<file path="src/gtcb_pkg.sv">
// Shared types and constants of the gated timer counter bank.
package gtcb_pkg;

	localparam int NUM_CH = 3;
	localparam int CW     = 16;

	typedef enum logic [2:0] {
		OP_CPU_TICK = 3'd0,
		OP_DOT_TICK = 3'd1,
		OP_HBLANK   = 3'd2,
		OP_VBLANK   = 3'd3,
		OP_WRITE    = 3'd4,
		OP_READ     = 3'd5
	} op_t;

	localparam logic [1:0] REG_COUNT  = 2'd0;
	localparam logic [1:0] REG_MODE   = 2'd1;
	localparam logic [1:0] REG_TARGET = 2'd2;

	localparam logic [1:0] SYNC_PAUSE   = 2'd0;
	localparam logic [1:0] SYNC_RST_LOW = 2'd1;
	localparam logic [1:0] SYNC_RST_HI  = 2'd2;
	localparam logic [1:0] SYNC_RELEASE = 2'd3;

	localparam int B_SYNC_EN = 0;
	localparam int B_RST_TGT = 3;
	localparam int B_IRQ_TGT = 4;
	localparam int B_IRQ_MAX = 5;
	localparam int B_REPEAT  = 6;
	localparam int B_TOGGLE  = 7;
	localparam int B_IRQ_REQ = 10;
	localparam int B_HIT_TGT = 11;
	localparam int B_HIT_MAX = 12;

	localparam logic [CW-1:0] WR_MASK  = 16'he3ff;
	localparam logic [CW-1:0] CNT_MAX  = 16'hffff;
	localparam logic [CW-1:0] CNT_PMAX = 16'hfffe;

	typedef struct packed {
		logic [CW-1:0] count;
		logic [CW-1:0] mode;
		logic [CW-1:0] target;
		logic          fired;
	} tmr_state_t;

	typedef struct packed {
		logic [CW-1:0] count;
		logic [CW-1:0] mode;
		logic          fired;
		logic          irq;
	} tick_res_t;

endpackage

</file>
<file path="src/gtcb_tick.sv">
// One-tick advance of a single timer: count, reached flags and interrupt.
module gtcb_tick (
	input  logic                   en,
	input  gtcb_pkg::tmr_state_t   st,
	output gtcb_pkg::tick_res_t    res
);
	import gtcb_pkg::*;

	logic [CW-1:0] cnt1;
	logic          hit_t;
	logic          hit_m;
	logic          irq_t;
	logic          irq_m;
	logic [1:0]    ev;
	logic [CW-1:0] mode_a;

	always_comb begin
		cnt1   = st.count + 16'd1;
		hit_t  = (st.target == cnt1);
		hit_m  = (st.count == CNT_PMAX);
		irq_t  = hit_t && st.mode[B_IRQ_TGT];
		irq_m  = hit_m && st.mode[B_IRQ_MAX];
		mode_a = st.mode;
		mode_a[B_HIT_TGT] = st.mode[B_HIT_TGT] | hit_t;
		mode_a[B_HIT_MAX] = st.mode[B_HIT_MAX] | hit_m;
		if ((st.target == CNT_MAX) && irq_t && irq_m) begin
			ev = 2'd1;
		end else begin
			ev = {1'b0, irq_t} + {1'b0, irq_m};
		end
		if (!st.mode[B_REPEAT] && ev != 2'd0) begin
			ev = 2'd1;
		end

		res.count = st.count;
		res.mode  = st.mode;
		res.fired = st.fired;
		res.irq   = 1'b0;
		if (en) begin
			res.count = (hit_t && st.mode[B_RST_TGT]) ? '0 : cnt1;
			res.mode  = mode_a;
			if (ev != 2'd0 && (st.mode[B_REPEAT] || !st.fired)) begin
				res.fired = 1'b1;
				if (st.mode[B_TOGGLE]) begin
					res.irq = st.mode[B_IRQ_REQ] || (ev > 2'd1);
					if (ev[0]) begin
						res.mode[B_IRQ_REQ] = ~st.mode[B_IRQ_REQ];
					end
				end else begin
					res.irq = 1'b1;
					res.mode[B_IRQ_REQ] = 1'b1;
				end
			end
		end
	end

endmodule

</file>
<file path="src/gated_timer_counter_bank_core.sv">
// Top level of the gated timer counter bank: input stage, timer state and result register.
//
// Usage: each input item is a CPU tick, a dot tick, an hblank or vblank level,
// or a register write or read for one of three 16-bit timers. Every item gives
// exactly one result item: read_data (register value on a read, zero otherwise)
// and irq_mask (one bit per timer that raised its interrupt on this item).
// Both channels use valid/ready. An accepted item is held in the input
// register; the timer state is updated and the result registered as it leaves.
// Throughput is one item per cycle while the receiver is ready: the whole
// update of all three timers is a single pass of logic between the input
// register and the result register. When the receiver stalls, the result
// register holds and the input register keeps one more item; in_ready drops
// only while both are full. Reset clears all counters, modes, targets, the
// prescaler phase, the one-shot and gate flags and the gate levels, and
// empties both registers.
module gated_timer_counter_bank_core #(
	parameter int PRESCALE = 8
) (
	input  logic        clk,
	input  logic        arst_n,
	input  logic        in_valid,
	output logic        in_ready,
	input  logic [2:0]  mode,
	input  logic [1:0]  channel,
	input  logic [1:0]  reg_sel,
	input  logic [15:0] write_data,
	input  logic        blank_level,
	output logic        out_valid,
	input  logic        out_ready,
	output logic [15:0] read_data,
	output logic [2:0]  irq_mask
);
	import gtcb_pkg::*;

	localparam int PW = $clog2(PRESCALE);

	logic          valid_s1;
	logic [2:0]    mode_s1;
	logic [1:0]    channel_s1;
	logic [1:0]    reg_sel_s1;
	logic [CW-1:0] write_data_s1;
	logic          blank_level_s1;

	logic          out_valid_q;
	logic [CW-1:0] read_data_q;
	logic [2:0]    irq_mask_q;

	logic [CW-1:0] count_q    [NUM_CH];
	logic [CW-1:0] mode_q     [NUM_CH];
	logic [CW-1:0] target_q   [NUM_CH];
	logic          fired_q    [NUM_CH];
	logic          released_q [2];
	logic          gate_q     [2];
	logic [PW-1:0] phase_q;

	logic [CW-1:0] count_n    [NUM_CH];
	logic [CW-1:0] mode_n     [NUM_CH];
	logic [CW-1:0] target_n   [NUM_CH];
	logic          fired_n    [NUM_CH];
	logic          released_n [2];
	logic          gate_n     [2];
	logic [PW-1:0] phase_n;
	logic [CW-1:0] rd_n;
	logic [2:0]    irq_n;

	logic          advance;
	logic          work;
	op_t           op;
	logic          may [NUM_CH];
	logic          tick_en [NUM_CH];
	logic [PW:0]   phase_inc;
	logic          pre_count;
	logic          gate_chg;
	logic          fall;

	tmr_state_t    st [NUM_CH];
	tick_res_t     tr [NUM_CH];

	assign advance  = !out_valid_q || out_ready;
	assign work     = valid_s1 && advance;
	assign in_ready = !valid_s1 || advance;
	assign op       = op_t'(mode_s1);

	always_ff @(posedge clk or negedge arst_n) begin
		if (!arst_n) begin
			valid_s1 <= 1'b0;
		end else if (in_ready) begin
			valid_s1 <= in_valid;
		end
	end

	always_ff @(posedge clk) begin
		if (in_ready && in_valid) begin
			mode_s1        <= mode;
			channel_s1     <= channel;
			reg_sel_s1     <= reg_sel;
			write_data_s1  <= write_data;
			blank_level_s1 <= blank_level;
		end
	end

	always_comb begin
		for (int c = 0; c < 2; c++) begin
			case (mode_q[c][2:1])
				SYNC_PAUSE:   may[c] = !gate_q[c];
				SYNC_RST_LOW: may[c] = 1'b1;
				SYNC_RST_HI:  may[c] = gate_q[c];
				default:      may[c] = gate_q[c] || released_q[c];
			endcase
			if (!mode_q[c][B_SYNC_EN]) begin
				may[c] = 1'b1;
			end
		end
		may[2] = !mode_q[2][B_SYNC_EN] || (mode_q[2][2:1] == SYNC_RST_LOW)
			|| (mode_q[2][2:1] == SYNC_RST_HI);

		phase_inc = {1'b0, phase_q} + {{PW{1'b0}}, 1'b1};
		pre_count = (op == OP_CPU_TICK) && may[2] && mode_q[2][9];
		gate_chg  = (op == OP_HBLANK) ? (gate_q[0] != blank_level_s1)
			: (gate_q[1] != blank_level_s1);

		tick_en[0] = may[0] && (((op == OP_CPU_TICK) && !mode_q[0][8])
			|| ((op == OP_DOT_TICK) && mode_q[0][8]));
		tick_en[1] = may[1] && (((op == OP_CPU_TICK) && !mode_q[1][8])
			|| ((op == OP_HBLANK) && gate_chg && blank_level_s1 && mode_q[1][8]));
		tick_en[2] = (op == OP_CPU_TICK) && may[2]
			&& (!mode_q[2][9] || (phase_inc >= (PW+1)'(PRESCALE)));
	end

	for (genvar g = 0; g < NUM_CH; g++) begin : g_tick
		assign st[g].count  = count_q[g];
		assign st[g].mode   = mode_q[g];
		assign st[g].target = target_q[g];
		assign st[g].fired  = fired_q[g];
		gtcb_tick u_tick (
			.en  (tick_en[g]),
			.st  (st[g]),
			.res (tr[g])
		);
	end

	always_comb begin
		rd_n  = '0;
		irq_n = '0;
		fall  = !blank_level_s1;
		for (int c = 0; c < NUM_CH; c++) begin
			count_n[c]  = tr[c].count;
			mode_n[c]   = tr[c].mode;
			fired_n[c]  = tr[c].fired;
			target_n[c] = target_q[c];
			irq_n[c]    = tr[c].irq;
		end
		for (int c = 0; c < 2; c++) begin
			released_n[c] = released_q[c];
			gate_n[c]     = gate_q[c];
		end
		phase_n = phase_q;
		if (pre_count) begin
			phase_n = (phase_inc >= (PW+1)'(PRESCALE)) ? '0 : phase_inc[PW-1:0];
		end

		// apply the gate edge
		for (int c = 0; c < 2; c++) begin
			if (gate_chg && (((c == 0) && (op == OP_HBLANK)) || ((c == 1) && (op == OP_VBLANK))))
			begin
				gate_n[c] = blank_level_s1;
				if (mode_q[c][B_SYNC_EN]) begin
					case (mode_q[c][2:1])
						SYNC_RST_LOW: if (fall) count_n[c] = '0;
						SYNC_RST_HI:  if (!fall) count_n[c] = '0;
						SYNC_RELEASE: if (fall) released_n[c] = 1'b1;
						default:      ;
					endcase
				end
			end
		end

		for (int c = 0; c < NUM_CH; c++) begin
			if (channel_s1 == 2'(c)) begin
				if (op == OP_WRITE) begin
					case (reg_sel_s1)
						REG_COUNT:  count_n[c] = write_data_s1;
						REG_MODE: begin
							count_n[c] = '0;
							mode_n[c]  = write_data_s1 & WR_MASK;
							mode_n[c][B_IRQ_REQ] = 1'b1;
							fired_n[c] = 1'b0;
							if (c < 2) begin
								released_n[c % 2] = 1'b0;
							end else begin
								phase_n = '0;
							end
						end
						REG_TARGET: target_n[c] = write_data_s1;
						default:    ;
					endcase
				end else if (op == OP_READ) begin
					case (reg_sel_s1)
						REG_COUNT:  rd_n = count_q[c];
						REG_MODE: begin
							rd_n = mode_q[c];
							mode_n[c][B_HIT_TGT] = 1'b0;
							mode_n[c][B_HIT_MAX] = 1'b0;
						end
						REG_TARGET: rd_n = target_q[c];
						default:    ;
					endcase
				end
			end
		end
	end

	always_ff @(posedge clk or negedge arst_n) begin
		if (!arst_n) begin
			for (int c = 0; c < NUM_CH; c++) begin
				count_q[c]  <= '0;
				mode_q[c]   <= '0;
				target_q[c] <= '0;
				fired_q[c]  <= 1'b0;
			end
			for (int c = 0; c < 2; c++) begin
				released_q[c] <= 1'b0;
				gate_q[c]     <= 1'b0;
			end
			phase_q <= '0;
		end else if (work) begin
			for (int c = 0; c < NUM_CH; c++) begin
				count_q[c]  <= count_n[c];
				mode_q[c]   <= mode_n[c];
				target_q[c] <= target_n[c];
				fired_q[c]  <= fired_n[c];
			end
			for (int c = 0; c < 2; c++) begin
				released_q[c] <= released_n[c];
				gate_q[c]     <= gate_n[c];
			end
			phase_q <= phase_n;
		end
	end

	always_ff @(posedge clk or negedge arst_n) begin
		if (!arst_n) begin
			out_valid_q <= 1'b0;
		end else if (advance) begin
			out_valid_q <= valid_s1;
		end
	end

	always_ff @(posedge clk) begin
		if (work) begin
			read_data_q <= rd_n;
			irq_mask_q  <= irq_n;
		end
	end

	assign out_valid = out_valid_q;
	assign read_data = read_data_q;
	assign irq_mask  = irq_mask_q;

	a_phase_range: assert property (@(posedge clk) disable iff (!arst_n)
		{1'b0, phase_q} < (PW+1)'(PRESCALE))
		else $error("prescaler phase out of range");

	a_ready_stall: assert property (@(posedge clk) disable iff (!arst_n)
		!in_ready |-> (valid_s1 && out_valid_q && !out_ready))
		else $error("input stage stalled without a held result");

	a_read_no_irq: assert property (@(posedge clk) disable iff (!arst_n)
		(out_valid && irq_mask != 3'd0) |-> (read_data == 16'd0))
		else $error("interrupt raised on a read item");

	a_mode_write: assert property (@(posedge clk) disable iff (!arst_n)
		(work && op == OP_WRITE && reg_sel_s1 == REG_MODE && channel_s1 == 2'd0)
		|=> (mode_q[0][B_IRQ_REQ] && count_q[0] == '0 && !fired_q[0]))
		else $error("mode write did not reinitialise the timer");

endmodule

</file>
<file path="config.mk">
export PLATFORM = sky130hd
export DESIGN_NAME = gated_timer_counter_bank_core
export DESIGN_NICKNAME = d
export VERILOG_FILES = /design/src/gtcb_pkg.sv /design/src/gtcb_tick.sv /design/src/gated_timer_counter_bank_core.sv
export SDC_FILE = /design/constraint.sdc
export NUM_CORES = 1
export LEC_CHECK = 0
export BUFFER_PORTS_ARGS = -buffer_cell sky130_fd_sc_hd__buf_2
export CELL_PAD_IN_SITES_DETAIL_PLACEMENT = 2
export CELL_PAD_IN_SITES_GLOBAL_PLACEMENT = 2
export CORE_MARGIN = 10
export CORE_UTILIZATION = 36
export DETAILED_ROUTE_END_ITERATION = 7
export PLACE_DENSITY_LB_ADDON = 0.1
export SKIP_LAST_GASP = 1
export SYNTH_ARGS = -nofsm -noshare
export SYNTH_HDL_FRONTEND = slang
export SYNTH_SLANG_ARGS = --single-unit
</file>
<file path="constraint.sdc">
create_clock -name clk -period 3.7 [get_ports clk]
set_input_delay 0.185 -clock clk [delete_from_list [all_inputs] [get_ports clk]]
set_output_delay 0.185 -clock clk [all_outputs]
set_load 0.01 [all_outputs]
</file>
======== Yosys cells after proc, flatten, opt, wreduce, memory -nomap -nowiden ========
Cells that the tools add are included.
word-level totals
  bits in registers ....................... 199
  output and inout port bits .............. 21
  logic and storage cells ................. 271
operators by class
  add/sub/neg operators ................... 7
  magnitude comparators ................... 4
  eq/ne operators ......................... 28
  muxes and demuxes ....................... 112
  bitwise logic cells ..................... 9
  reductions and logical operators ........ 83
operator list
  cell                   count
  $mux 16                32
  $pmux 16 s2            5
  $pmux 16 s3            3
  $mux 34                3
  $eq 16x16->1 const B   6
  $add 16x1->16 const B  3
  $eq 16x16->1           3
  $mux 1                 38
  $mux 2                 18
  $logic_and 1x1->1      35
  $mux 11                3
  $mux 3                 8
  $logic_or 1x1->1       15
  $eq 2x2->1 const B     7
  $logic_not 1->1        14
  $reduce_and 4->1       3
  $reduce_bool 2->1      6
  $eq 2x1->1 const B     5
  $reduce_and 2->1       5
  $logic_not 2->1        4
  $add 1x1->2            3
  $eq 3x2->1 const B     2
  $eq 3x3->1 const B     2
  $gt 2x1->1 const B     3
  other kinds (8)        17

======== Depth between registers and ports, before layout ========
Gate-level depths: netlist of the first run.
  depth after elaboration ................. 21
  mapped depth ............................ 16
  mapped depth without buffers ............ 15

======== Hierarchy ========
Synthesis of the first run repeated with hierarchy kept, for this count alone.
unflattened totals
  cells, all modules ...................... 1510
  area, all modules ....................... 14117.3 µm²
modules (own cells, without submodules)
  module                            instances  cells an instance  area each (µm²)  seq. area each (µm²)
  gated_timer_counter_bank_core     1          870                9705.6           5195.0
  gtcb_tick (g_tick[0].u_tick ...)  2          216                1529.0           0.0
  gtcb_tick (g_tick[2].u_tick)      1          208                1353.8           0.0

======== Worst setup path after synthesis of the first run ========
No wires, ideal clock.
  kind .................................... register to register
  start point ............................. register count_q[32] (netlist name)
  end point ............................... register mode_q[42] (netlist name)
  setup time .............................. 0.128 ns
  data arrival time ....................... 3.357 ns
  required time ........................... 3.572 ns
  setup slack ............................. 0.215 ns
  stages on the path, launching flop included .. 15
  buffers on the path ..................... 1
  period minus slack after synthesis ...... 3.485 ns
  cell sequence ........................... dfrtp_1 -> clkbuf_1 -> inv_1 -> ha_1 -> xnor2_1 -> or4_1 -> nor4_4 -> and4_1 -> and3_1 -> ha_1 -> nor4_1 -> o2bb2ai_1 -> a21oi_1 -> nor4b_1 -> nor3_1
between the ends
  cells in the longest elaborated chain, start to end .. 16
  elaborated cells on any way between the ends .. 21
RTL lines
  item                                                line                                  source
  start, declared                                     gated_timer_counter_bank_core.sv:48   logic [CW-1:0] count_q [NUM_CH];
  start signal, assigned by index                     gated_timer_counter_bank_core.sv:228  count_q[c] <= count_n[c];
  $add 16x1->16                                       gtcb_tick.sv:18                       cnt1 = st.count + 16'd1;
  $eq 16x16->1                                        gtcb_tick.sv:19                       hit_t = (st.target == cnt1);
  $logic_and 1x1->1                                   gtcb_tick.sv:21                       irq_t = hit_t && st.mode[B_IRQ_TGT];
  $logic_and 1x1->1 (2 in series)                     gtcb_tick.sv:26                       if ((st.target == CNT_MAX) && irq_t && irq_m) begin
  $mux 2 (*)                                          gtcb_tick.sv:26
  $reduce_bool 2->1                                   gtcb_tick.sv:31                       if (!st.mode[B_REPEAT] && ev != 2'd0) begin
  $logic_and 1x1->1                                   gtcb_tick.sv:31
  $mux 2 (*)                                          gtcb_tick.sv:31
  $mux 1 / $reduce_bool 2->1 (equally long branches)  gtcb_tick.sv:46, gtcb_tick.sv:42
  $mux 1 / $logic_and 1x1->1 (equally long branches)  gtcb_tick.sv:44, gtcb_tick.sv:42
  $mux 1 (*)                                          gtcb_tick.sv:42                       if (ev != 2'd0 && (st.mode[B_REPEAT] || !st.fired)) begin
  $mux 34 (*)                                         gtcb_tick.sv:39                       if (en) begin
  $mux 16                                             gated_timer_counter_bank_core.sv:181  case (reg_sel_s1)
  $mux 11                                             gated_timer_counter_bank_core.sv:180  if (op == OP_WRITE) begin
  $mux 16 (*)                                         gated_timer_counter_bank_core.sv:179  if (channel_s1 == 2'(c)) begin
  end signal, assigned by index                       gated_timer_counter_bank_core.sv:229  mode_q[c] <= mode_n[c];
  end, declared                                       gated_timer_counter_bank_core.sv:49   logic [CW-1:0] mode_q [NUM_CH];
Mark *: on every way between the ends. The rest lies on a longest branch, timed or not.
A chain may end at the register's enable or synchronous reset.

======== Worst setup path in the final report of the first run ========
  start point ............................. register count_q[24] (netlist name)
  end point ............................... register mode_q[26] (netlist name)
Same word-level chain as after synthesis.

==> results of run 1 <==
-- tightest hold or removal path, stage by stage --
cell      delay [ns]
buf_2           0.09
nand3b_1        0.13
nand2b_1        0.06
-- metrics by stage --
stage	hold WS (ns)	power, µW	instances
floorplan	-0.111	3780	1377
global placement	0.156	4400	1856
detailed placement	0.163	4460	1856
CTS	0.0219	6570	1914
global route	0.0519	6870	1914
finish	0.0398	6580	1914
-- sequential cells by signal (all words and copies together) (netlist names) --
signal	cells
st	48
count_q	48
read_data	16
released_q	2
blank_level_s1	1
mode_s1	3
fired_q	3
phase_q	3
out_valid	1
irq_mask	3
gate_q	2
reg_sel_s1	2
mode_q	48
valid_s1	1
write_data_s1	16
channel_s1	2
-- power by group through the flow --
| stage | clock network, µW | logic, µW | registers (µW) |
|---|---|---|---|
| global placement | 0 | 1480 | 2910 |
| global route | 2200 | 1730 | 2940 |
| detailed placement | 0 | 1530 | 2930 |
| CTS | 2110 | 1570 | 2890 |
| finish | 2090 | 1590 | 2900 |
| floorplan | 0 | 1100 | 2680 |
-- logic make-up (layout without fill, tap and decap cells) --
logic type	count (synthesis)	after routing	synth area share [%]
AND/OR/NAND/NOR	505	505	20.5
flip-flops	199	199	40.8
adder cells (fa/ha/maj)	23	23	2.26
buffers and inverters	138	220	4.48
AO/OA/AOI/OAI	317	317	16.3
multiplexers	135	135	11.4
XOR/XNOR	60	60	4.27
-- path summary, 6_finish.rpt --
check / start / slack [ns] / end / depth (start not counted)
setup / recovery: count_q[24]$_DFFE_PN0P_ / 0.11 / mode_q[26]$_DFFE_PN0P_ / 12
hold / removal: out_ready / 0.04 / valid_s1$_DFFE_PN0N_ / 3
setup reg to reg: count_q[24]$_DFFE_PN0P_ / 0.11 / mode_q[26]$_DFFE_PN0P_ / 12
hold reg to reg: released_q[0]$_DFFE_PN0P_ / 0.52 / released_q[0]$_DFFE_PN0P_ / 2
max in group asynchronous: arst_n / 2.54 / mode_q[33]$_DFFE_PN0P_ / 3
min in group asynchronous: arst_n / 0.21 / st[7]$_DFFE_PN0P_ / 2
-- repair_timing --
action,4_1_cts,5_1_grt
hold buffers,26,0
endpoints found under the setup margin,0,7
buffers inserted,0,0
resized for setup,0,21
hold endpoints to repair,66,0
-- layer usage --
metal | global-route usage [%] | up-vias | wire (µm)
li1 | - | 5210 | -
met1 | 32.0 | 6045 | 24200
met2 | 39.4 | 260 | 25600
met3 | 5.05 | 63 | 2750
met4 | 8.04 | 0 | 1490
met5 | 0 | - | 0
-- placed cells by master (no fill, tap or decap), types with 8 or more instances in the layout --
cell | Yosys | routed
xor2_1 | 23 | 23
xnor2_1 | 36 | 36
nand2b_1 | 12 | 12
nand4_1 | 38 | 38
nor4_1 | 28 | 23
mux2i_1 | 53 | 53
nor2_1 | 127 | 126
inv_1 | 36 | 35
and3_1 | 33 | 33
a211o_1 | 10 | 10
edfxtp_1 | 43 | 43
ha_1 | 23 | 22
o21ai_0 | 75 | 74
a221o_1 | 8 | 8
mux2_2 | 82 | 82
or3_1 | 12 | 12
nand3_1 | 59 | 58
a21oi_1 | 91 | 90
dfrtp_1 | 156 | 151
a31oi_1 | 12 | 12
a22oi_1 | 11 | 11
a211oi_1 | 33 | 33
nand2_1 | 94 | 93
and2_1 | 17 | 17
nor3_1 | 34 | 32
o211ai_1 | 12 | 12
buf_2 | 24 | 47
dlygate4sd3_1 | 0 | 26
o22ai_1 | 8 | 8
clkbuf_16 | 0 | 17
buf_4 | 0 | 75
-- area by class of cell --
| cell class | count | area [µm²] | area share, % |
|---|---|---|---|
| clock buffer | 18 | 439 | 2.98 |
| clock inverter | 14 | 203 | 1.37 |
| timing repair buffer | 152 | 1130 | 7.66 |
| tap | 455 | 569 | 3.86 |
| multi-input combinational | 1040 | 7080 | 48.0 |
| inverter | 36 | 135 | 0.916 |
| sequential | 199 | 5200 | 35.2 |
==> metrics.md, run 1 <==
| Metric | Value |
|---|---|
| Most frequent cells after synthesis | `156 x dfrtp_1, 127 x nor2_1, 94 x nand2_1` |
| First DRT Iteration DRCs | `669` |
| Max Clock Skew | `0.0165 ns` |
| CP required | `4.11 ns` |
| DR DRC count | `0` |
| First-pass GRT wire length | `81,500 µm` |
| Initial Utilization | `36.7%` |
| Switch share | `36.2%` |
| Die area | `43,300 µm²` |
| Logic pwr share | `24.2%` |
| DRT Wirelength | `54,100 µm` |
| Power per cell area | `446 nW/µm²` |
| Critical path launch point type | `register` |
| Io pins | `49` |
| CTS root buf | `clkbuf_16` |
| Final worst slack | `0.112 ns` |
| RSZ-0062 raised after global routing | `true` |
| Most common cell in the netlist | `dfrtp_1` |
| Fillers | `3,741` |
| IO buf count | `48` |
| Largest net degree at the start of global routing | `77` |
| Internal power | `4190 µW` |
| DP Wirelength | `39,100 µm` |
| DR WL/cell | `28.2 µm` |
| Die Span X | `208 µm` |
| Leak | `0.00605 µW` |
| Initial antenna violation count | `1` |
| Num CTS Buffers | `17` |
| Clock-pin slew on the worst setup and hold paths | `0.08 ns` |
| Worst-Margin Slew | `1.05 ns` |
| GRT overflow | `0` |
| Die height | `208 µm` |
| Post-route cell area | `14,800 µm²` |
| Max rail drop VDD | `0.350 mV` |
| Synthesis-to-layout area growth | `15.8%` |
| Syn_nets | `1,428` |
| Setup Slack @ Placement | `0.0743 ns` |
| EDFF count, synth | `43` |
| Max Buffers Root-to-Sink | `2` |
| Post-synth top area cell | `dfrtp_1` |
| Ant. Diodes | `0` |
| Mapped Cells | `1,377` |
| Synth area leaders | `dfrtp_1 31%, edfxtp_1 10%, mux2_2 7.2%` |
| CTS tree | `built` |
| Hold Fails Final Rpt | `0` |
| Final Util | `42.5%` |
| Critical path buffers and inverters | `1` |
| Primary FF master, synth | `dfrtp_1` |
| Flop pwr share | `44.1%` |
| Final period util | `97.0%` |
| Post-synth ARST share | `78.4%` |
| CP Cell Sequence | `nand4_1, or4_1, xnor2_1, nand3_1, nor4_1, and2_1, inv_1, ha_1, o32a_1, a21oi_1, mux2i_1, o22a_1` |
| Status | `finished, final reports clean` |
| Final setup vio count | `0` |
| Via/cell ratio | `6.05` |
| Switching power total | `2380 µW` |
| Fmax | `0.279 GHz` |
| Critical Path Max Stage Delay | `0.62 ns` |
| Routed vias | `11,600` |
| Mean Syn Cell Area | `9.25 µm²` |
| Htree depth | `4` |
| Slew Limit Fails | `0` |
| DRT Pass-1 Iters | `5` |
| Synth warn | `0` |
| Crit Path Category | `register to register` |
| CP max stage cell | `or4_1` |
| Share of layout cells above drive strength 1 | `19.3%` |
| Vias in the first global route | `12,500` |
| Antenna Nets Post-Route | `0` |
| Total core area | `34,700 µm²` |
| Post-synth cell types | `76` |
| Sequential area share after synthesis | `40.8%` |
| GP Congestion | `0.879` |
| Placed inst area | `13,800 µm²` |
| Tot GR Track Use | `24.5%` |
| Worst hold path class | `input pin to register` |
| Minimum clock period | `3.59 ns` |
| Clk sink count | `199` |
| CP endpoint kind | `register` |
| Slew headroom | `30.2%` |
| Crit path max-delay family | `simple AND/OR/NAND/NOR gates` |
| Top-area cell type share of the netlist area | `30.6%` |
| Synth Register Bits | `199` |
| Worst skew pair latency | `0.48 ns` |
| CP Max Fanout | `8` |
| Synth Cell Area | `12,700 µm²` |
| Setup TNS Final | `0 ns` |
| Nets | `1,497` |
| Arrival time at the worst endpoint | `4.00 ns` |
| Site row count | `68` |
| Clock power frac | `31.7%` |
| Max-Cap Viols | `0` |
Power figures use the tool's default switching activity.
==> run 2: changes to the inputs <==
--- a/config.mk
+++ b/config.mk
@@ -8,11 +8,11 @@
 export BUFFER_PORTS_ARGS = -buffer_cell sky130_fd_sc_hd__buf_2
 export CELL_PAD_IN_SITES_DETAIL_PLACEMENT = 2
 export CELL_PAD_IN_SITES_GLOBAL_PLACEMENT = 2
-export CORE_MARGIN = 10
-export CORE_UTILIZATION = 36
+export CORE_UTILIZATION = 37
 export DETAILED_ROUTE_END_ITERATION = 7
 export PLACE_DENSITY_LB_ADDON = 0.1
 export SKIP_LAST_GASP = 1
 export SYNTH_ARGS = -nofsm -noshare
 export SYNTH_HDL_FRONTEND = slang
+export SYNTH_HIERARCHICAL = 1
 export SYNTH_SLANG_ARGS = --single-unit
==> constraint.sdc (replaced) <==
create_clock -name clk -period 3.7 [get_ports clk]
set_input_delay 0.555 -clock clk [delete_from_list [all_inputs] [get_ports clk]]
set_output_delay 0.555 -clock clk [all_outputs]
set_load 0.01 [all_outputs]
==> run 2 against run 1 <==
  * Cell count is 6.1% higher
  * Global-route usage is 4.0 points higher
  * Count of clock-buffer cells in the layout unchanged
  * Sequential cell count unchanged
  * Critical path depth increased by 2
  * Non-clock buffer count decreased by 21
  * Critical path type unchanged
  * Largest cell class unchanged
==> metrics.md, run 2 <==
| Metric | Value |
|---|---|
| Max Buffers Root-to-Sink | `2` |
| Synthesis-to-layout area growth | `9.85%` |
| Io pins | `49` |
| DRT Wirelength | `54,000 µm` |
| Top-area cell type share of the netlist area | `27.7%` |
| Fmax | `0.278 GHz` |
| Synth area leaders | `dfrtp_1 28%, edfxtp_1 9.1%, mux2i_1 6.2%` |
| Most frequent cells in the layout | `151 x dfrtp_1, 123 x nand2_1, 110 x nor2_1` |
| Final setup vio count | `0` |
| Mapped Cells | `1,510` |
| Most frequent cells after synthesis | `156 x dfrtp_1, 125 x nand2_1, 110 x nor2_1` |
| DRT Pass-1 Iters | `5` |
| First DRT Iteration DRCs | `720` |
| Synth Area in XOR/XNOR | `4.47%` |
| Final worst slack | `0.109 ns` |
| Power per cell area | `547 nW/µm²` |
| Tot GR Track Use | `28.5%` |
| Nets | `1,557` |
| Num CTS Buffers | `17` |
| Primary FF master, synth | `dfrtp_1` |
| Site row count | `71` |
| Hold Fails Final Rpt | `0` |
| Worst-Margin Slew | `1.15 ns` |
| Post-Synth Adder-Cell Area | `2.04%` |
| Status | `finished, final reports clean` |
| Crit path max-delay family | `simple AND/OR/NAND/NOR gates` |
| Synth warn | `6` |
| Clk sink count | `199` |
| Total core area | `37,600 µm²` |
| Slew headroom | `23.0%` |
| IO buf count | `48` |
| Most common cell in the netlist | `dfrtp_1` |
| Main combinational cell family by area after synthesis | `simple AND/OR/NAND/NOR gates` |
| Hold slack | `0.0679 ns` |
| Area of the multi-input gates | `8030 µm²` |
| Antenna Nets Post-Route | `0` |
| Tot Pwr | `8480 µW` |
| Routed vias | `12,100` |
| CTS root buf | `clkbuf_16` |
| Post-synth top area cell | `dfrtp_1` |
| First-pass GRT wire length | `82,500 µm` |
| CP max stage cell | `dfrtp_1` |
| Crit Path Category | `register to register` |
| Sequential area share after synthesis | `36.8%` |
| Vias in the first global route | `13,000` |
| Worst skew pair latency | `0.48 ns` |
| Final period util | `97.1%` |
| CTS tree | `built` |
| Synth Register Bits | `199` |
| RSZ-0062 raised after global routing | `true` |
| DP Wirelength | `38,100 µm` |
| Max Clock Skew | `0.0179 ns` |
| Die height | `197 µm` |
| Initial antenna violation count | `1` |
| Clock-pin slew on the worst setup and hold paths | `0.08 ns` |
| Cts hold-fix bufs | `0` |
| Initial Utilization | `37.6%` |
| Leak | `0.00633 µW` |
| GP Congestion | `0.883` |
| Critical path buffers and inverters | `0` |
| Share of layout cells above drive strength 1 | `19.9%` |
| Die area | `38,900 µm²` |
| Sequential Area | `5200 µm²` |
| CP required | `4.10 ns` |
| Max rail drop VDD | `0.358 mV` |
| CP Max Fanout | `5` |
| CP endpoint kind | `register` |
| DR DRC count | `0` |
| Via/cell ratio | `5.95` |
| Post-synth cell types | `86` |
| Synth Area in Compound Gates | `17.0%` |
| Critical Path Max Stage Delay | `0.45 ns` |
| CP Cell Sequence | `ha_2, and3_2, a22oi_1, o311ai_1, nor4_4, nand2_2, nor4b_4, and2_1, ha_1, a211o_1, and4_1, nor3_1, nor2_1, a21oi_1` |
| DR WL/cell | `26.6 µm` |
| Most common cell after layout, fill and taps aside | `dfrtp_1` |
| Syn_nets | `1,561` |
| Setup Slack @ Placement | `-0.0595 ns` |
| EDFF count, synth | `43` |
| Mean Syn Cell Area | `9.35 µm²` |
| Htree depth | `4` |
| Fillers | `4,145` |
| Worst hold path class | `input pin to asynchronous set/reset pin` |
| Post-synth ARST share | `78.4%` |
| Max-Cap Viols | `0` |
| Largest net degree at the start of global routing | `80` |
| Ant. Diodes | `0` |
| Die Span X | `197 µm` |
| Synth Cell Area | `14,100 µm²` |
| GRT overflow | `0` |
| Slew Limit Fails | `0` |
| Minimum clock period | `3.59 ns` |
| Setup TNS Final | `0 ns` |
| Arrival time at the worst endpoint | `3.99 ns` |
| Multiplexer share of the synthesized area | `10.2%` |
| Critical path launch point type | `register` |
| Post-synthesis simple-gate area fraction | `22.2%` |
-- run 2: changes by cell type after synthesis, moves of 20 or more --
cell	delta
xnor2_1	+20
a21oi_1	-38
buf_4	+48
a211oi_1	-25
nand2_1	+31
mux2_2	-34
a221o_1	+22
and2_1	+23
mux2i_1	+34
-- run 2: where the power goes --
part	switching (µW)	total, µW	internal (µW)	leakage [µW]
clock network	1010	1900	892	0.000274
registers	680	3320	2640	0.00237
logic	1900	3260	1360	0.00369
total	3590	8480	4890	0.00633
-- run 2: logic make-up after synthesis --
kind of cell | after synthesis
AO/OA/AOI/OAI | 341
adder cells (fa/ha/maj) | 23
buffers and inverters | 200
AND/OR/NAND/NOR | 538
multiplexers | 137
flip-flops | 199
XOR/XNOR | 72
-- run 2: metrics by stage --
step	area [µm²]	instances	utilization, %
2_1_floorplan	14100	1510	-
3_3_place_gp	14800	1996	39.4
3_5_place_dp	14800	1996	39.4
4_1_cts	15400	2028	41.0
5_1_grt	15500	2030	41.3
6_report	15500	2030	41.3
-- run 2: path summary, 6_finish.rpt --
check	endpoint	cells after the start	slack, ns	from
max	mode_q[26]$_DFFE_PN0P_	14	0.11	count_q[16]$_DFFE_PN0P_
min	st[104]$_DFFE_PN0P_	1	0.07	arst_n
max reg2reg	mode_q[26]$_DFFE_PN0P_	14	0.11	count_q[16]$_DFFE_PN0P_
min reg2reg	fired_q[1]$_DFFE_PN0P_	2	0.50	fired_q[1]$_DFFE_PN0P_
max in group asynchronous	mode_q[0]$_DFFE_PN0P_	2	2.80	arst_n
min in group clk	channel_s1[0]$_DFFE_PP_	1	0.25	channel[0]
-- run 2: what timing repair did --
action | CTS | global route
resized for setup | 2 | 29
setup buffers | 0 | 2
pin swaps | 0 | 3
setup endpoints to repair | 2 | 7
cloned | 0 | 0
-- run 2: layout make-up --
| cell class | instances | area share (%) |
|---|---|---|
| flip-flops and latches | 199 | 33.5 |
| well taps | 511 | 4.12 |
| inverters | 46 | 1.11 |
| clock buffers | 18 | 2.77 |
| clock inverters | 14 | 0.888 |
| repair buffers | 131 | 5.77 |
| multi-input cells | 1111 | 51.8 |
-- run 2: worst reg2reg max path: stages (launching register included) --
cell and delay (ns):
dfrtp_1 0.45, ha_2 0.25, and3_2 0.26, a22oi_1 0.19
o311ai_1 0.16, nor4_4 0.34, nand2_2 0.13, nor4b_4 0.33
and2_1 0.19, ha_1 0.24, a211o_1 0.27, and4_1 0.20
nor3_1 0.27, nor2_1 0.10, a21oi_1 0.16
-- run 2: layer usage --
layer	share of wire, %	global-route usage, %	vias up
met5	0	0	-
met4	2.8	9.53	0
met3	3.7	5.17	74
met2	47	46.6	214
met1	46	37.8	6317
li1	-	-	5469
